$ cat config.mk
export PLATFORM = sky130hd
export DESIGN_NAME = flash_page_ring_log_allocator_flat
export DESIGN_NICKNAME = d
export VERILOG_FILES = /design/src/rtl/fpla_pkg.sv /design/src/rtl/fpla_if.sv /design/src/rtl/flash_page_ring_log_allocator.sv /design/src/flat_wrapper.sv
export SDC_FILE = /design/constraint.sdc
export NUM_CORES = 1
export LEC_CHECK = 0
export BUFFER_PORTS_ARGS = -buffer_cell sky130_fd_sc_hd__clkbuf_2
export CAP_MARGIN = 20
export CORE_MARGIN = 2
export CORE_UTILIZATION = 45
export CTS_CLUSTER_DIAMETER = 80
export DETAILED_ROUTE_END_ITERATION = 8
export GPL_TIMING_DRIVEN = 1
export PLACE_DENSITY = 0.71
export SETUP_SLACK_MARGIN = 0.4
export SLEW_MARGIN = 20
export SYNTH_ARGS = -nofsm -noshare
export SYNTH_HDL_FRONTEND = slang
export SYNTH_SLANG_ARGS = --single-unit
$ cat constraint.sdc
create_clock -name clk -period 5 [get_ports clk]
set_input_delay 0.5 -clock clk [delete_from_list [all_inputs] [get_ports clk]]
set_output_delay 0.5 -clock clk [all_outputs]
set_load 0.02 [all_outputs]
$ cat src/rtl/fpla_pkg.sv
package fpla_pkg;

  // ring and page geometry
  localparam int ItemsPerPage  = 252;
  localparam int HeaderBytes   = 16;
  localparam int FragmentBytes = 128;
  localparam int WordBytes     = 4;

  localparam int PageOffW  = 8;
  localparam int PageAbsW  = 9;
  localparam int SlotW     = 8;
  localparam int FragW     = 5;
  localparam int FragMapW  = 32;
  localparam int CountW    = 9;
  localparam int CfgDataW  = 9;
  localparam int CfgIndexW = 1;

  // byte offset of the end of an item plus rounding, and the fragment shift
  localparam int OffsetW   = $clog2(HeaderBytes + WordBytes * 256 + FragmentBytes);
  localparam int FragShift = $clog2(FragmentBytes);

  // configuration register indexes
  localparam logic [CfgIndexW-1:0] CfgFirstPage = 1'd0;
  localparam logic [CfgIndexW-1:0] CfgPageCount = 1'd1;

  typedef struct packed {
    logic [31:0] item_word;
    logic [31:0] sequence_number;
    logic        force_new_page;
  } item_t;

  typedef struct packed {
    logic [PageAbsW-1:0] page_index;
    logic [SlotW-1:0]    slot_index;
    logic [31:0]         write_word;
    logic                open_page;
    logic [31:0]         header_sequence;
    logic [PageAbsW-1:0] oldest_page_index;
    logic                mark_fragment;
    logic [FragW-1:0]    fragment_index;
  } result_t;

endpackage

$ cat src/rtl/fpla_if.sv
interface fpla_item_if
  import fpla_pkg::*;
  (input logic clk);
  logic  valid;
  logic  ready;
  item_t payload;

  modport source (output valid, output payload, input ready);
  modport sink (input valid, input payload, output ready);
endinterface

interface fpla_result_if
  import fpla_pkg::*;
  (input logic clk);
  logic    valid;
  logic    ready;
  result_t payload;

  modport source (output valid, output payload, input ready);
  modport sink (input valid, input payload, output ready);
endinterface

$ cat src/rtl/flash_page_ring_log_allocator.sv
// channel   direction  payload                                 handshake
// items     sink       item_word, sequence_number, force_new   valid/ready
// results   source     page, slot, word, header, oldest, frag  valid/ready
// cfg       write      cfg_index selects first_page/page_count cfg_write
//
// one item per cycle unless a result stalls; each result is registered
// in the single result register behind the pointer and bitmap logic.
// rst (synchronous) clears the ring state and the result valid.
// a stalled result holds; a new item is taken in the same cycle the held
// result leaves; one transaction per cycle while results are ready.
module flash_page_ring_log_allocator
  import fpla_pkg::*;
(
  input  logic                 clk,
  input  logic                 rst,
  input  logic                 cfg_write,
  input  logic [CfgIndexW-1:0] cfg_index,
  input  logic [CfgDataW-1:0]  cfg_data,
  fpla_item_if.sink            items,
  fpla_result_if.source        results
);

  logic [PageOffW-1:0] first_page;
  logic [CountW-1:0]   page_count;

  logic                log_started;
  logic [PageOffW-1:0] newest_page;
  logic [PageOffW-1:0] oldest_page;
  logic [SlotW-1:0]    next_slot;
  logic [FragMapW-1:0] used_fragment_map;

  logic [PageOffW-1:0] newest_page_next;
  logic [PageOffW-1:0] oldest_page_next;
  logic [SlotW-1:0]    next_slot_next;
  logic [FragMapW-1:0] used_fragment_map_next;

  logic    out_valid;
  result_t out_data;
  result_t result_next;
  logic    accept;

  logic                opening;
  logic [SlotW-1:0]    slot;
  logic [OffsetW-1:0]  offset;
  logic [OffsetW-1:0]  frag_full;
  logic [OffsetW-1:0]  frag;
  logic [FragMapW-1:0] map_open;
  logic                frag_in_map;
  logic                mark;

  // one step round the ring, wrapping at page_count or past 8 bits
  function automatic logic [PageOffW-1:0] ring_advance(
    input logic [PageOffW-1:0] off,
    input logic [CountW-1:0]   count
  );
    logic [CountW-1:0] nxt;
    nxt = {1'b0, off} + CountW'(1);
    if (nxt >= count || nxt[CountW-1]) begin
      return '0;
    end
    return nxt[PageOffW-1:0];
  endfunction

  assign accept        = items.valid && items.ready;
  assign items.ready   = !out_valid || results.ready;
  assign results.valid = out_valid;
  assign results.payload = out_data;

  // configuration writes
  always_ff @(posedge clk) begin
    if (rst) begin
      first_page <= '0;
      page_count <= CountW'(1);
    end else if (cfg_write) begin
      unique case (cfg_index)
        CfgFirstPage: first_page <= cfg_data[PageOffW-1:0];
        CfgPageCount: page_count <= cfg_data[CountW-1:0];
        default: ;
      endcase
    end
  end

  // page opening and ring pointer update
  always_comb begin
    opening = (next_slot == '0) || (next_slot >= SlotW'(ItemsPerPage))
              || items.payload.force_new_page;
    newest_page_next = newest_page;
    oldest_page_next = oldest_page;
    if (opening) begin
      if (!log_started) begin
        newest_page_next = '0;
        oldest_page_next = '0;
      end else begin
        newest_page_next = ring_advance(newest_page, page_count);
        if (newest_page_next == oldest_page) begin
          oldest_page_next = ring_advance(oldest_page, page_count);
        end
      end
    end
    slot           = opening ? '0 : next_slot;
    next_slot_next = slot + SlotW'(1);
    map_open       = opening ? FragMapW'(1) : used_fragment_map;
  end

  // fragment that holds the end of this item
  always_comb begin
    offset    = OffsetW'(HeaderBytes) + OffsetW'(WordBytes) * OffsetW'(next_slot_next);
    frag_full = (offset + OffsetW'(FragmentBytes - 1)) >> FragShift;
    frag      = (frag_full == '0) ? '0 : frag_full - OffsetW'(1);
    frag_in_map = frag < OffsetW'(FragMapW);
    mark = 1'b0;
    used_fragment_map_next = map_open;
    if (frag_in_map && !map_open[frag[FragW-1:0]]) begin
      mark = 1'b1;
      used_fragment_map_next[frag[FragW-1:0]] = 1'b1;
    end
  end

  // result fields
  always_comb begin
    result_next.page_index      = PageAbsW'(first_page) + PageAbsW'(newest_page_next);
    result_next.slot_index      = slot;
    result_next.write_word      = items.payload.item_word;
    result_next.open_page       = opening;
    result_next.header_sequence = opening ? items.payload.sequence_number : '0;
    result_next.oldest_page_index = PageAbsW'(first_page) + PageAbsW'(oldest_page_next);
    result_next.mark_fragment   = mark;
    result_next.fragment_index  = frag_in_map ? frag[FragW-1:0] : '1;
  end

  // ring state
  always_ff @(posedge clk) begin
    if (rst) begin
      log_started       <= 1'b0;
      newest_page       <= '0;
      oldest_page       <= '0;
      next_slot         <= '0;
      used_fragment_map <= '0;
    end else if (accept) begin
      log_started       <= 1'b1;
      newest_page       <= newest_page_next;
      oldest_page       <= oldest_page_next;
      next_slot         <= next_slot_next;
      used_fragment_map <= used_fragment_map_next;
    end
  end

  // result register
  always_ff @(posedge clk) begin
    if (rst) begin
      out_valid <= 1'b0;
    end else if (accept) begin
      out_valid <= 1'b1;
    end else if (results.ready) begin
      out_valid <= 1'b0;
    end
  end

  always_ff @(posedge clk) begin
    if (accept) begin
      out_data <= result_next;
    end
  end

endmodule

$ cat src/flat_wrapper.sv
// flat-port wrapper written by rule: the top's interface ports become plain ports
module flash_page_ring_log_allocator_flat import fpla_pkg::*;
  (clk, rst, cfg_write, cfg_index, cfg_data, items_valid, items_payload, items_ready, results_valid, results_payload, results_ready);
  fpla_item_if items_i (.clk(clk));
  fpla_result_if results_i (.clk(clk));
  input  logic clk;
  input  logic rst;
  input  logic cfg_write;
  input  logic [CfgIndexW-1:0] cfg_index;
  input  logic [CfgDataW-1:0] cfg_data;
  input wire logic [$bits(items_i.valid)-1:0] items_valid;
  input wire logic [$bits(items_i.payload)-1:0] items_payload;
  output wire logic [$bits(items_i.ready)-1:0] items_ready;
  output wire logic [$bits(results_i.valid)-1:0] results_valid;
  output wire logic [$bits(results_i.payload)-1:0] results_payload;
  input wire logic [$bits(results_i.ready)-1:0] results_ready;
  assign items_i.valid = items_valid;
  assign items_i.payload = items_payload;
  assign items_ready = items_i.ready;
  assign results_valid = results_i.valid;
  assign results_payload = results_i.payload;
  assign results_i.ready = results_ready;
  flash_page_ring_log_allocator u_core (.clk(clk), .rst(rst), .cfg_write(cfg_write), .cfg_index(cfg_index), .cfg_data(cfg_data), .items(items_i), .results(results_i));
endmodule
* Word-level counts from Yosys, hierarchy flattened
Cells that the tools add are included.
Storage, ports and cells: flip-flop bits (word level) 172, latch bits 0, RAM bits 0, bits in read-only memories 0, input port bits 80, output and inout bits 99, logic and storage cells 77, memories kept 0
Operators by class: add/subtract/negate cells 8, $mul 0, divide/modulo/power cells 0, $lt $le $gt $ge 6, equal/unequal tests 1, shift operators 0, multiplexer cells 29, bitwise gates (word level) 2, reduce and logical (&&, ||, !) cells 15
Operator list (count):
- $mux W8 | 12
- $mux W32 | 2
- $or A32 B32 Y32 | 1
- $add A8 B1 Y9 const B | 2
- $add A8 B8 Y9 | 2
- $ge A9 B9 Y1 | 2
- $mux W1 | 12
- $add A11 B7 Y11 const B | 1
- $add A5 B10 Y11 const A | 1
- $logic_not A11 Y1 | 1
- $lt A11 B6 Y1 const B | 1
- $mux W11 | 1
- $add A8 B1 Y8 const B | 1
- $eq A8 B8 Y1 | 1
- $ge A8 B8 Y1 const B | 1
- $logic_not A8 Y1 | 1
- $lt A5 B6 Y1 const B | 1
- $bmux W1 S5 | 1
- $demux W1 S5 | 1
- $ge A5 B1 Y1 const B | 1
- $logic_or A1 B1 Y1 | 5
- $sub A4 B1 Y5 const B | 1
- $reduce_and A2 Y1 | 2
- $logic_and A1 B1 Y1 | 3
- 3 further kinds | 4

* Logic depth before layout (Yosys ltp)
depth in word-level cells 18, mapped depth 24, gate-level depth less buffers 24

* Worst setup path after synthesis
No wires, ideal clock.
path type register to register, start point register u_core.newest_page[0], end point register u_core.out_data (netlist bit u_core.results.payload[14]), data pin, setup time 0.257 ns, arrival 4.701 ns, data required time 4.743 ns, slack 0.042 ns, cell stages (with the launch flop) 24, buffers on the path 1, clock period less this slack 4.958 ns, path through dfxtp_1 -> clkbuf_1 -> nand2_1 -> nor2_1 -> xor2_1 -> ha_1 -> o21ai_0 -> o21ai_0 -> a21oi_1 -> o21ai_0 -> a21o_1 -> a211oi_2 -> a21oi_1 -> or2_2 -> a21o_1 -> ha_1 -> fa_1 -> a21o_1 -> a21oi_1 -> o21bai_1 -> a21oi_1 -> nor2b_1 -> o21ai_0 -> nand2b_1
RTL lines:
- start, declared | RTL line flash_page_ring_log_allocator.sv:27 | logic [PageOffW-1:0] newest_page;
- start signal, assigned | RTL line flash_page_ring_log_allocator.sv:141 | newest_page <= newest_page_next;
- end signal, assigned | RTL line flash_page_ring_log_allocator.sv:161 | out_data <= result_next;
- end, declared | RTL line flash_page_ring_log_allocator.sv:38 | result_t out_data;

==> impl_metrics.yaml <==
yosys:
  yosysTopAreaCellShare_pct: 37.7
  synth.avg_cell_area_um2: 10.6
  syn_nets: 850
  synth-seq-area-share_pct: 53.0
  synth_edf_count: 97
  async_set_or_reset_register_ratio_after_synthesis_pct: 0
  post-synth-top-count-cell: "edfxtp_1"
  synth_top_cells_by_count: "edfxtp_1, nand2_1, dfxtp_1"
  synth.area.top_cells: "edfxtp_1, dfxtp_1, ha_1"
  count_of_mapped_cells_out_of_synthesis: 729
  synth.largest_area_cell: "edfxtp_1"
  yosys_most_used_dff: "edfxtp_1"
  register_bit_count_reported_by_yosys: 156
  syn-cell-area_um2: 7720
  synth-warning-count: 0
  ys_types: 72
pwr:
  internal-power_mw: 2.23
  pwr_density_cell_nw_per_um2: 313
  post_layout_power_mw: 3.05
  peakVddDrop_mv: 0.218
  power_frac_seq_pct: 48.1
  p_comb_share_pct: 13.0
  fraction_of_power_spent_switching_nets_pct: 26.8
  share_clk_of_total_power_pct: 38.9
  switchingPower_uw: 816
  cellLeakagePower_nw: 4.04
detailed_routing:
  wl_mm: 18.6
  avgRoutedWirePerCell_um: 16.2
  drt_iter0_markers: 515
  postRouteAntennaNets: 0
  vias_per_cell: 5.32
  detailroute.via_count: 6140
  detailedRoute.firstPassIterationCount: 5
  drc: 0
worst_setup_path:
  start_kind: "register"
  worst_setup_path_startpoint: "u_core.newest_page[4]"
  setup.worst_path.end_class: "register"
  largest_fanout_of_any_net_on_the_critical_path: 5
  worst_ep_arrival_time_ns: 4.68
  critical_path_required_ns: 5.18
  criticalPathCategory: "register to register"
  worst_r2r_startpoint: "u_core.newest_page[4]"
final_layout:
  fraction_of_final_layout_cells_sized_beyond_drive_strength_1_pct: 32.0
  final_nets: 1042
  seqCellArea_um2: 4120
  finish.utilization_pct: 58.4
  syn_to_final_growth_pct: 26.4
  filler_cell_count: 1422
  antennaDiodeCount: 0
  stdcell_area_um2: 9750
  multiInputGateArea_um2: 3570
sta:
  count_of_pins_over_their_slew_limit: 0
  max_freq_mhz: 222
  final.setup.tns_ns: 0
  max_slew_margin_pct: 33.1
  setup_viols_final: 0
  worstMarginPinSlew_ns: 1.00
  fin_worst_skew_ns: 0.0105
  min_period_ns: 4.50
  timing.hold.ws_ns: 0.249
  fin_crit_sh_pct: 90.0
  rsz0062_at_grt: "yes"
  timing_hold_violations_final: 0
floorplanning:
  floorplan.die.height_um: 135
  io_pins: 179
  core-area_um2: 16700
  rows: 47
  die-area_um2: 18200
  fp.dieW_um: 135
  initial_utilization_pct: 46.2
clock_tree:
  cts_buf_count: 17
  clock-sinks: 156
  ctsRootBufferMaster: "clkbuf_16"
  cts.clk_slew.worst_paths_ns: 0.07
  number_of_buffers_between_clock_root_and_the_deepest_sink: 2
  clk-insertion-delay-late_ns: 0.42
  h-tree-depth: 4
  cts_tree: "built"
outcome:
  status: "completed"
grt:
  grt_pass1_vias: 5745
  track_usage_pct: 20.4
  grt_antenna_before_repair: 0
  grt_max_degree: 59
  grtUsageMet1_pct: 27.5
  met2_usage_pct: 32.6
  grt_busiest_layer: "met2"
  grt_remaining_overflow: 0
  grtUsageMet3_pct: 4.43
  global_route_wire_length_before_repair_mm: 29.1
placed_design:
  globalplace.congestion: 0.942
  placedInstanceArea_um2: 8940
  dp_hpwl_mm: 13.3
  portBuffers: 178
min_path:
  hp-start: "items_payload[51]"
  worstHoldPathType: "input port to register"
run:
  count_of_maximum_capacitance_violations: 0
-- cell families after synthesis --
logic type / synth area share (%)
buf+inv: 3.57
simple gates: 16.9
flops: 53.0
other cells: 0.0486
compound gates: 13.8
mux: 1.77
xor+xnor: 4.08
fa+ha+maj: 6.84
-- worst paths after layout --
kind / to / slack [ns] / cells after the start
worst max-delay path: u_core.results.payload[14] / 0.50 / 21
worst min-delay path: u_core.results.payload[66] / 0.25 / 1
worst max register to register: u_core.results.payload[14] / 0.50 / 21
worst min register to register: u_core.used_fragment_map[6] / 0.45 / 2
-- placed cells by master, fill, tap and decap left out, drive strengths merged, types with 5 or more instances in the layout --
master,instances
a211oi,7
a21o,15
a21oi,45
a31oi,9
and2,44
buf,30
clkbuf,196
clkinv,5
clkinvlp,6
dfxtp,59
edfxtp,97
ha,39
inv,36
mux2,5
mux2i,8
nand2,87
nand2b,9
nand3,24
nand4,13
nor2,37
nor3,8
o21ai,41
o21bai,6
xnor2,18
xor2,12
-- flip-flops by register name (all words and copies together), names as in the netlist --
signal / cells
u_core.results.payload: 97
u_core.used_fragment_map: 16
u_core.page_count: 9
u_core.first_page: 8
u_core.newest_page: 8
u_core.next_slot: 8
u_core.oldest_page: 8
u_core.log_started: 1
u_core.results.valid: 1
-- worst max-delay path: stages (launching register included) --
cell and delay (ns):
dfxtp_4 0.40, nand3_4 0.12, nor3_2 0.30, xor2_1 0.23, ha_1 0.26, o21a_1 0.17
nor2_2 0.18, o21ai_2 0.11, a21o_1 0.19, a211oi_4 0.29, a21oi_2 0.11, or2_4 0.27
a21o_1 0.18, ha_4 0.17, fa_2 0.36, a21o_1 0.20, a21oi_2 0.17, o21bai_1 0.12
a21oi_2 0.17, nor2b_1 0.06, o21ai_1 0.13, nand2b_1 0.06
-- power groups by stage --
stage | logic, mW | clock network, mW | registers [mW]
floorplan | 0.169 | 0 | 1.56
global placement | 0.372 | 0 | 1.49
detailed placement | 0.376 | 0 | 1.50
CTS | 0.386 | 1.21 | 1.47
global route | 0.430 | 1.27 | 1.47
finish | 0.395 | 1.19 | 1.47
-- metal layers --
metal,wire length (um),up-vias
met2,8700,210
met1,8480,2888
met3,1120,26
met4,338,0
met5,0,-
li1,-,3016
-- what timing repair did --
item / 4_1_cts / 5_1_grt
hold buffers: 0 / 0
setup endpoints to repair: 3 / 20
pin swaps: 3 / 25
buffers inserted: 3 / 6
resized for setup: 11 / 41
-- cell type report --
cell class / count / area share (%)
inverters: 33 / 1.30
well taps: 220 / 2.82
repair buffers: 208 / 11.5
clock inverters: 14 / 1.17
multi-input cells: 505 / 36.6
clock buffers: 18 / 4.40
flip-flops and latches: 156 / 42.2
-- per-stage QoR --
stage / std cells / setup WS, ns
after floorplan: 729 / 0.426
after global placement: 1113 / 0.258
after detailed placement: 1113 / 0.157
after CTS: 1148 / 0.412
after global routing: 1154 / 0.246
final: 1154 / 0.499
No activity file was read; power rests on OpenSTA's default activity.
